==> src/acr_pkg.sv <==
// ----------------------------------------------------------------------------
// acr_pkg: shared types and constants of the curved-linear resampler
// Request and response payloads, pipeline tags, frame history and
// register indexes used by all modules of the block.
// ----------------------------------------------------------------------------
package acr_pkg;

   localparam int SAMPLE_W   = 16;
   localparam int STEP_W     = 24;
   localparam int POS_W      = 24;
   localparam int CSR_IDX_W  = 2;
   localparam int CSR_DATA_W = 24;

   localparam logic [CSR_IDX_W-1:0] CSR_PHASE_STEP   = 2'd0;
   localparam logic [CSR_IDX_W-1:0] CSR_SAMPLE_BYTES = 2'd1;
   localparam logic [CSR_IDX_W-1:0] CSR_STEREO       = 2'd2;

   localparam logic [1:0]        SB_EIGHT_BIT = 2'd1;
   localparam logic [STEP_W-1:0] STEP_RESET   = 24'd65536;
   localparam logic [1:0]        SB_RESET     = 2'd2;
   localparam logic              STEREO_RESET = 1'b1;

   localparam logic signed [SAMPLE_W-1:0] SAT_MAX = 16'sh7FFF;
   localparam logic signed [SAMPLE_W-1:0] SAT_MIN = -16'sh8000;

   typedef struct packed {
      logic signed [SAMPLE_W-1:0] left_sample;
      logic signed [SAMPLE_W-1:0] right_sample;
   } acr_req_type;

   typedef struct packed {
      logic signed [SAMPLE_W-1:0] left_out;
      logic signed [SAMPLE_W-1:0] right_out;
      logic                       last_of_run;
   } acr_rsp_type;

   typedef struct packed {
      logic valid;
      logic last;
   } acr_tag_type;

   typedef struct packed {
      logic signed [SAMPLE_W-1:0] a_l;
      logic signed [SAMPLE_W-1:0] b_l;
      logic signed [SAMPLE_W-1:0] c_l;
      logic signed [SAMPLE_W-1:0] a_r;
      logic signed [SAMPLE_W-1:0] b_r;
      logic signed [SAMPLE_W-1:0] c_r;
   } acr_hist_type;

endpackage

==> src/acr_seq.sv <==
// ----------------------------------------------------------------------------
// acr_seq: frame intake and output position sequencer
// Takes requests, keeps the three-frame history and steps the output
// position, issuing one fraction per cycle into the pipeline while advance is high.
// ----------------------------------------------------------------------------
module acr_seq #(
   parameter int FRAC_BITS = 16,
   parameter int MAX_RUN   = 64
) (
   input  logic                           clock,
   input  logic                           reset,
   input  logic                           req_valid,
   output logic                           req_ready,
   input  acr_pkg::acr_req_type           req_data,
   input  logic [acr_pkg::STEP_W-1:0]     phase_step,
   input  logic                           sample8,
   input  logic                           stereo,
   input  logic                           pipe_empty,
   input  logic                           advance,
   output acr_pkg::acr_tag_type           tag,
   output logic [FRAC_BITS-1:0]           frac,
   output acr_pkg::acr_hist_type          hist
);
   import acr_pkg::*;

   localparam int CNT_W = $clog2(MAX_RUN);
   localparam logic [POS_W:0] ONE = {{POS_W{1'b0}}, 1'b1} << FRAC_BITS;

   typedef enum logic [1:0] {
      ST_IDLE = 2'b01,
      ST_RUN  = 2'b10
   } state_type;

   state_type             state_ff, state_in;
   logic [POS_W-1:0]      pos_ff, pos_in;
   logic [CNT_W-1:0]      cnt_ff, cnt_in;
   logic                  seen_ff, seen_in;
   acr_hist_type          hist_ff, hist_in;
   acr_tag_type           tag_ff, tag_in;
   logic [FRAC_BITS-1:0]  frac_ff, frac_in;

   logic signed [SAMPLE_W-1:0] cl, cr;
   logic [POS_W:0]        pos_ext, pos_next;
   logic                  is_last, accept;

   function automatic logic signed [SAMPLE_W-1:0] take_sample(
      input logic signed [SAMPLE_W-1:0] v, input logic eight);
      if (eight) begin
         return {8'd0, v[7:0]};
      end
      return v;
   endfunction

   always_comb begin
      cl        = take_sample(req_data.left_sample, sample8);
      cr        = stereo ? take_sample(req_data.right_sample, sample8) : cl;
      pos_ext   = {1'b0, pos_ff};
      pos_next  = pos_ext + {1'b0, phase_step};
      is_last   = (pos_next >= ONE) || (cnt_ff == CNT_W'(MAX_RUN - 1));
      req_ready = (state_ff == ST_IDLE) && pipe_empty;
      accept    = req_valid && req_ready;

      state_in = state_ff;
      pos_in   = pos_ff;
      cnt_in   = cnt_ff;
      seen_in  = seen_ff;
      hist_in  = hist_ff;
      tag_in   = tag_ff;
      frac_in  = frac_ff;
      if (advance) begin
         tag_in = '0;
      end

      unique case (state_ff)
         ST_IDLE: begin
            if (accept) begin
               if (!seen_ff) begin
                  seen_in = 1'b1;
                  hist_in = '{a_l: cl, b_l: cl, c_l: cl, a_r: cr, b_r: cr, c_r: cr};
               end else begin
                  hist_in = '{a_l: hist_ff.b_l, b_l: hist_ff.c_l, c_l: cl,
                              a_r: hist_ff.b_r, b_r: hist_ff.c_r, c_r: cr};
                  if (pos_ext >= ONE) begin
                     pos_in = POS_W'(pos_ext - ONE);
                  end else begin
                     state_in = ST_RUN;
                     cnt_in   = '0;
                  end
               end
            end
         end
         ST_RUN: begin
            if (advance) begin
               tag_in  = '{valid: 1'b1, last: is_last};
               frac_in = pos_ff[FRAC_BITS-1:0];
               cnt_in  = cnt_ff + CNT_W'(1);
               if (is_last) begin
                  state_in = ST_IDLE;
                  pos_in   = (pos_next >= ONE) ? POS_W'(pos_next - ONE) : '0;
               end else begin
                  pos_in = POS_W'(pos_next);
               end
            end
         end
         default: begin
            state_in = ST_IDLE;
         end
      endcase
   end

   always_ff @(posedge clock) begin
      if (reset) begin
         state_ff <= ST_IDLE;
         pos_ff   <= '0;
         cnt_ff   <= '0;
         seen_ff  <= 1'b0;
         hist_ff  <= '0;
         tag_ff   <= '0;
      end else begin
         state_ff <= state_in;
         pos_ff   <= pos_in;
         cnt_ff   <= cnt_in;
         seen_ff  <= seen_in;
         hist_ff  <= hist_in;
         tag_ff   <= tag_in;
      end
   end

   always_ff @(posedge clock) begin
      frac_ff <= frac_in;
   end

   assign tag  = tag_ff;
   assign frac = frac_ff;
   assign hist = hist_ff;

endmodule

==> src/acr_frac.sv <==
// ----------------------------------------------------------------------------
// acr_frac: curvature weight stage
// Computes the shared weight fr*(1-fr)/2 once per output for both lanes.
// ----------------------------------------------------------------------------
module acr_frac #(
   parameter int FRAC_BITS = 16
) (
   input  logic                  clock,
   input  logic                  reset,
   input  logic                  advance,
   input  acr_pkg::acr_tag_type  src_tag,
   input  logic [FRAC_BITS-1:0]  src_frac,
   output acr_pkg::acr_tag_type  dst_tag,
   output logic [FRAC_BITS-1:0]  dst_frac,
   output logic [FRAC_BITS-1:0]  dst_weight
);
   import acr_pkg::*;

   localparam logic [FRAC_BITS:0] ONE = {{FRAC_BITS{1'b0}}, 1'b1} << FRAC_BITS;

   acr_tag_type               tag_ff;
   logic [FRAC_BITS-1:0]      frac_ff;
   logic [FRAC_BITS-1:0]      weight_ff;
   logic [FRAC_BITS:0]        frac_ext, rest;
   logic [2*FRAC_BITS+1:0]    prod;

   always_comb begin
      frac_ext = {1'b0, src_frac};
      rest     = ONE - frac_ext;
      prod     = (2*FRAC_BITS+2)'(frac_ext) * (2*FRAC_BITS+2)'(rest);
   end

   always_ff @(posedge clock) begin
      if (reset) begin
         tag_ff <= '0;
      end else if (advance) begin
         tag_ff <= src_tag;
      end
   end

   always_ff @(posedge clock) begin
      if (advance) begin
         frac_ff   <= src_frac;
         weight_ff <= prod[2*FRAC_BITS:FRAC_BITS+1];
      end
   end

   assign dst_tag    = tag_ff;
   assign dst_frac   = frac_ff;
   assign dst_weight = weight_ff;

endmodule

==> src/acr_lane.sv <==
// ----------------------------------------------------------------------------
// acr_lane: one channel of the interpolator
// Forms b + (c-b)*fr - k*f over two registered stages, then scales,
// truncates toward zero and saturates to 16 bits.
// ----------------------------------------------------------------------------
module acr_lane #(
   parameter int FRAC_BITS = 16
) (
   input  logic                                  clock,
   input  logic                                  advance,
   input  logic                                  sample8,
   input  logic signed [acr_pkg::SAMPLE_W-1:0]   a,
   input  logic signed [acr_pkg::SAMPLE_W-1:0]   b,
   input  logic signed [acr_pkg::SAMPLE_W-1:0]   c,
   input  logic [FRAC_BITS-1:0]                  frac,
   input  logic [FRAC_BITS-1:0]                  weight,
   output logic signed [acr_pkg::SAMPLE_W-1:0]   result
);
   import acr_pkg::*;

   localparam int P1_W = FRAC_BITS + 18;
   localparam int P2_W = FRAC_BITS + 19;
   localparam int QW   = FRAC_BITS + 20;
   localparam int SW   = QW + 9;
   localparam int RW   = SW - FRAC_BITS;
   localparam logic signed [SW-1:0] BIAS = {{(SW-1){1'b0}}, 1'b1} << (FRAC_BITS + 15);
   localparam logic signed [SW-1:0] RND  = (({{(SW-1){1'b0}}, 1'b1}) << FRAC_BITS) - 1'b1;

   logic signed [16:0]          diff;
   logic signed [17:0]          curve;
   logic signed [FRAC_BITS:0]   frac_s, weight_s;
   logic signed [P1_W-1:0]      p1_ff, p1_in;
   logic signed [P2_W-1:0]      p2_ff, p2_in;
   logic signed [QW-1:0]        q_ff, q_in;
   logic signed [FRAC_BITS+15:0] b_sh;
   logic signed [SW-1:0]        scaled, biased;
   logic signed [RW-1:0]        quot;

   always_comb begin
      diff     = 17'(c) - 17'(b);
      curve    = 18'(c) - (18'(b) <<< 1) + 18'(a);
      frac_s   = {1'b0, frac};
      weight_s = {1'b0, weight};
      p1_in    = P1_W'(diff) * P1_W'(frac_s);
      p2_in    = P2_W'(curve) * P2_W'(weight_s);
      b_sh     = {b, {FRAC_BITS{1'b0}}};
      q_in     = QW'(b_sh) + QW'(p1_ff) - QW'(p2_ff);
   end

   always_ff @(posedge clock) begin
      if (advance) begin
         p1_ff <= p1_in;
         p2_ff <= p2_in;
         q_ff  <= q_in;
      end
   end

   always_comb begin
      scaled = sample8 ? ((SW'(q_ff) <<< 8) - BIAS) : SW'(q_ff);
      biased = scaled + (scaled[SW-1] ? RND : '0);
      quot   = biased[SW-1:FRAC_BITS];
      if (quot > RW'(SAT_MAX)) begin
         result = SAT_MAX;
      end else if (quot < RW'(SAT_MIN)) begin
         result = SAT_MIN;
      end else begin
         result = quot[SAMPLE_W-1:0];
      end
   end

endmodule

==> src/audio_curved_linear_resampler.sv <==
// ----------------------------------------------------------------------------
// audio_curved_linear_resampler: curved-linear audio sample rate converter
// Each request carries one frame; it yields zero to MAX_RUN responses.
// Path: each response passes the sequencer, weight stage, lane stages and output register.
// Throughput: one response per cycle while rsp_ready holds; the next request is taken
// once the last response of the frame has left the four-stage tag pipeline of sequencer,
// weight and lane stages ahead of the output register.
// Reset: registers return to 65536 / 2 / stereo, history and position clear.
// ----------------------------------------------------------------------------
module audio_curved_linear_resampler #(
   parameter int FRAC_BITS = 16,
   parameter int MAX_RUN   = 64
) (
   input  logic                                clock,
   input  logic                                reset,
   input  logic                                req_valid,
   output logic                                req_ready,
   input  acr_pkg::acr_req_type                req_data,
   output logic                                rsp_valid,
   input  logic                                rsp_ready,
   output acr_pkg::acr_rsp_type                rsp_data,
   input  logic                                csr_valid,
   output logic                                csr_ready,
   input  logic [acr_pkg::CSR_IDX_W-1:0]       csr_index,
   input  logic [acr_pkg::CSR_DATA_W-1:0]      csr_data
);
   import acr_pkg::*;

   logic [STEP_W-1:0]    phase_step_ff;
   logic [1:0]           sample_bytes_ff;
   logic                 stereo_ff;
   logic                 sample8, advance, pipe_empty;

   acr_tag_type          tag0, tag1, tag2_ff, tag3_ff;
   logic [FRAC_BITS-1:0] frac0, frac1, weight1;
   acr_hist_type         hist;
   logic signed [SAMPLE_W-1:0] left_res, right_res;

   logic                 rsp_valid_ff;
   acr_rsp_type          rsp_data_ff;

   assign csr_ready  = 1'b1;
   assign sample8    = (sample_bytes_ff == SB_EIGHT_BIT);
   assign advance    = !rsp_valid_ff || rsp_ready;
   assign pipe_empty = !tag0.valid && !tag1.valid && !tag2_ff.valid && !tag3_ff.valid;

   always_ff @(posedge clock) begin
      if (reset) begin
         phase_step_ff   <= STEP_RESET;
         sample_bytes_ff <= SB_RESET;
         stereo_ff       <= STEREO_RESET;
      end else if (csr_valid && csr_ready) begin
         unique case (csr_index)
            CSR_PHASE_STEP:   phase_step_ff   <= csr_data[STEP_W-1:0];
            CSR_SAMPLE_BYTES: sample_bytes_ff <= csr_data[1:0];
            CSR_STEREO:       stereo_ff       <= csr_data[0];
            default: begin
            end
         endcase
      end
   end

   acr_seq #(
      .FRAC_BITS (FRAC_BITS),
      .MAX_RUN   (MAX_RUN)
   ) u_seq (
      .clock      (clock),
      .reset      (reset),
      .req_valid  (req_valid),
      .req_ready  (req_ready),
      .req_data   (req_data),
      .phase_step (phase_step_ff),
      .sample8    (sample8),
      .stereo     (stereo_ff),
      .pipe_empty (pipe_empty),
      .advance    (advance),
      .tag        (tag0),
      .frac       (frac0),
      .hist       (hist)
   );

   acr_frac #(
      .FRAC_BITS (FRAC_BITS)
   ) u_frac (
      .clock      (clock),
      .reset      (reset),
      .advance    (advance),
      .src_tag    (tag0),
      .src_frac   (frac0),
      .dst_tag    (tag1),
      .dst_frac   (frac1),
      .dst_weight (weight1)
   );

   acr_lane #(
      .FRAC_BITS (FRAC_BITS)
   ) u_lane_left (
      .clock   (clock),
      .advance (advance),
      .sample8 (sample8),
      .a       (hist.a_l),
      .b       (hist.b_l),
      .c       (hist.c_l),
      .frac    (frac1),
      .weight  (weight1),
      .result  (left_res)
   );

   acr_lane #(
      .FRAC_BITS (FRAC_BITS)
   ) u_lane_right (
      .clock   (clock),
      .advance (advance),
      .sample8 (sample8),
      .a       (hist.a_r),
      .b       (hist.b_r),
      .c       (hist.c_r),
      .frac    (frac1),
      .weight  (weight1),
      .result  (right_res)
   );

   always_ff @(posedge clock) begin
      if (reset) begin
         tag2_ff      <= '0;
         tag3_ff      <= '0;
         rsp_valid_ff <= 1'b0;
      end else if (advance) begin
         tag2_ff      <= tag1;
         tag3_ff      <= tag2_ff;
         rsp_valid_ff <= tag3_ff.valid;
      end
   end

   always_ff @(posedge clock) begin
      if (advance && tag3_ff.valid) begin
         rsp_data_ff <= '{left_out: left_res, right_out: right_res,
                          last_of_run: tag3_ff.last};
      end
   end

   assign rsp_valid = rsp_valid_ff;
   assign rsp_data  = rsp_data_ff;

   // The last response of a frame is never followed by another in flight.
   assert property (@(posedge clock) disable iff (reset)
      (tag3_ff.valid && tag3_ff.last) |-> (!tag0.valid && !tag1.valid && !tag2_ff.valid))
      else $error("response in flight behind the last of its frame");

   // A response that is not the last of its frame is always followed by another.
   assert property (@(posedge clock) disable iff (reset)
      (tag0.valid && !tag0.last) |=> tag0.valid)
      else $error("frame run ended without a last marker");

   // No frame is taken while responses are still in the pipeline.
   assert property (@(posedge clock) disable iff (reset)
      (req_valid && req_ready) |=> !tag1.valid && !tag2_ff.valid && !tag3_ff.valid)
      else $error("request accepted while the pipeline was busy");

endmodule
==> config.mk <==
export PLATFORM = sky130hd
export DESIGN_NAME = audio_curved_linear_resampler
export DESIGN_NICKNAME = d
export VERILOG_FILES = /design/src/acr_pkg.sv /design/src/acr_seq.sv /design/src/acr_frac.sv /design/src/acr_lane.sv /design/src/audio_curved_linear_resampler.sv
export SDC_FILE = /design/constraint.sdc
export NUM_CORES = 2
export LEC_CHECK = 0
export BUFFER_PORTS_ARGS = -buffer_cell sky130_fd_sc_hd__buf_2
export CAP_MARGIN = 20
export CORE_ASPECT_RATIO = 0.6
export CORE_UTILIZATION = 50
export CTS_CLUSTER_DIAMETER = 80
export CTS_CLUSTER_SIZE = 12
export DETAILED_ROUTE_END_ITERATION = 8
export PLACE_DENSITY = 0.69
export SLEW_MARGIN = 40
export SYNTH_ARGS = -nofsm -noshare
export SYNTH_HDL_FRONTEND = slang
export SYNTH_HIERARCHICAL = 1
export SYNTH_SLANG_ARGS = --single-unit
==> constraint.sdc <==
create_clock -name clock -period 8.97 [get_ports clock]
set_input_delay 0.4485 -clock clock [delete_from_list [all_inputs] [get_ports clock]]
set_output_delay 0.4485 -clock clock [all_outputs]
set_load 0.03 [all_outputs]
==> results_dict.tcl <==
set metrics [dict create \
    status "completed" \
    yosys-mux-area-fraction_pct 1.003 \
    mostFrequentLayoutCells "inv_1, fa_1, nand2_1" \
    r2r-start "u_seq/hist[82]" \
    ys_seq_area_share_pct 14.24 \
    vias 67067 \
    syn_inst 9345 \
    drv_slew 0 \
    grt_pass1_wl_mm 390.7 \
    first_global_vias 66189 \
    syn_area_sq_um 84590 \
    grt_use_total_pct 29.72 \
    synth_edf_count 291 \
    start_util_pct 50.55 \
    finalHoldViolations 0 \
    synth_top_family_by_area "adder cells" \
    ys_types 120 \
    clkLatencyLatePin_ps 700 \
    wl_mm 252.2 \
    endpoint "u_lane_left/p2_ff[32]" \
    fin_crit_sh_pct 97.75 \
    grt.overflow.total 0 \
    antenna_left 0 \
    rrSetupSlack_ps 200 \
    grt_max_degree 89 \
    numCtsBuffers 46 \
    clock.fmax_mhz 114.0 \
    die_w_um 533.0 \
    whs_ps 31.73 \
    clockBufferDepth 3 \
    fin_nets 11670 \
    finalSetupViolations 0 \
    worst_slew_pin_slew_ps 933.1 \
    synth_xor_area_share_pct 3.375 \
    dr.pass1.iters 8 \
    critPathMaxFanout 5 \
    synthArstFlopShare_pct 0 \
    design.core.area_sq_um 167300 \
    rr_endpoint "u_lane_left/p2_ff[32]" \
    cts.clk_slew.worst_paths_ps 70 \
    synth_fa_ha_area_share_pct 43.95 \
    die_h_um 320.6 \
    crit_path_frequent_cell "fa_1" \
    dpl.hpwl_mm 205.4 \
    die_area_sq_um 170900 \
    yosysWarnings 6 \
    critPathMaxStageDelay_ps 550 \
    port_buffers 97 \
    drcViolationCount 0 \
    min_period_ps 8768 \
    synth_compound_area_share_pct 10.20 \
    crit_path_end_kind "flip-flop" \
    startpoint "u_seq/hist[82]" \
    synthFlopType "edfxtp_1" \
    wl_per_cell_um 21.43 \
    cts_root_buffer "clkbuf_16" \
    cp-start-kind "flip-flop" \
    num_io_pins 99 \
    antenna_found_initial 15 \
    arrival_ps 9210 \
    place_congestion 0.9997 \
    r2r_cells 34 \
    required_ps 9410 \
    via_per_inst 5.697 \
    yosys_register_bits 456 \
    first_iter_violations 7693 \
    relSlewSlack_pct 37.79 \
    skew_ps 60.42 \
    cts_tree "built" \
    cap_violations 0 \
    synthSimpleGateAreaFrac_pct 16.47 \
    cts.htree.levels 2 \
    drive_above_1_share_pct 7.919 \
    final_common_cell "inv_1" \
    cts_sinks 456 \
    min_path_type "primary input to flip-flop" \
    critical_path_class "flip-flop to flip-flop" \
    area_delta_synth_final_pct 8.203 \
    syn_avg_cell_area_sq_um 9.052 \
    slowest_stage "fa_1" \
    row_count 116 \
]
layout make-up:
cell class,count,area [sq um]
fill,14854,75820
multi-input combinational,6526,64160
sequential,456,12050
inverter,1984,7448
timing repair buffer,480,3649
tap,2242,2805
clock buffer,68,1264
clock inverter,8,137.6
antenna,8,20.02
cell families after synthesis:
family | Yosys count
fa+ha+maj | 2125
compound gates | 1284
simple gates | 2695
xor+xnor | 326
mux | 81
buf+inv | 2375
other cells | 3
flops | 456
stage by stage:
stage                     cells  util [%]  setup TNS [ps]  setup WS [ps]  cell area, sq um
after floorplan            9357         -               0          276.2             84630
after global placement    11633     53.15               0          112.1             88940
after detailed placement  11650     53.31          -321.8         -92.05             89210
after CTS                 11744     54.27               0          4.471             90830
after global routing      11768     54.69          -504.8         -134.1             91520
final                     11772     54.69               0          201.8             91530
metal layers:
metal	part of all wire, %	up-vias	routed length [um]	GRT usage [%]
met1	47	33511	118800	47.58
met2	38	3347	94810	38.18
li1	-	29941	-	-
met4	2.0	0	5068	6.161
met3	13	268	33540	9.160
met5	0	-	0	0
critical path, delay by kind of cell (launching register included):
family	cells	cell delay (ps)
AO/OA/AOI/OAI	11	2170
XOR/XNOR	2	350
adder cells (fa/ha/maj)	9	4210
buffers and inverters	8	690
flip-flops	1	330
AND/OR/NAND/NOR	4	740
Yosys cell counts, types with 200 or more instances:
| master | n | area [sq um] |
|---|---|---|
| a21oi_1 | 374 | 1872 |
| and2_1 | 448 | 2803 |
| clkbuf_1 | 335 | 1257 |
| edfxtp_1 | 291 | 8738 |
| fa_1 | 1414 | 28310 |
| ha_1 | 699 | 8746 |
| inv_1 | 1981 | 7436 |
| nand2_1 | 799 | 2999 |
| nor2_1 | 344 | 1291 |
| nor2b_1 | 243 | 1520 |
| o21ai_0 | 200 | 1001 |
| xnor2_1 | 253 | 2216 |
flip-flops by register name, indices dropped and copies added (netlist names), named ones only:
register	cells
tag2_ff	2
u_lane_right/p1_ff	34
phase_step_ff	24
u_seq/frac	16
rsp_valid	1
u_lane_left/p1_ff	34
u_frac/dst_weight	16
u_frac/dst_tag	2
tag3_ff	2
u_lane_right/p2_ff	35
u_seq/hist	96
rsp_data	33
u_seq/seen_ff	1
u_seq/cnt_ff	6
stereo_ff	1
u_seq/pos_ff	24
u_frac/dst_frac	16
u_lane_right/q_ff	36
sample_bytes_ff	2
u_seq/state_ff	2
u_lane_left/p2_ff	35
u_lane_left/q_ff	36
how the worst min path moves through the flow:
stage          slack, ps           endpoint              start  cells after the start
6_report              30   phase_step_ff[5]        csr_data[5]                      3
5_1_grt               40  phase_step_ff[17]       csr_data[17]                      3
3_3_place_gp         450  phase_step_ff[17]  phase_step_ff[17]                      2
3_5_place_dp         460  phase_step_ff[14]  phase_step_ff[14]                      2
2_1_floorplan        410        rsp_data[0]         tag3_ff[0]                      0
4_1_cts               10  phase_step_ff[17]       csr_data[17]                      3
what timing repair did:
action                                 in CTS  in global routing
setup endpoints to repair                   8                 46
cloned                                      0                  2
buffers inserted                            0                 15
hold buffers                               18                  0
endpoints found under the hold margin      19                  0
pin swaps                                   0                 31
resized for setup                           9                119
Power is not shown: default switching activity piles up to over one toggle a cycle in this logic, so the estimate is an artifact.
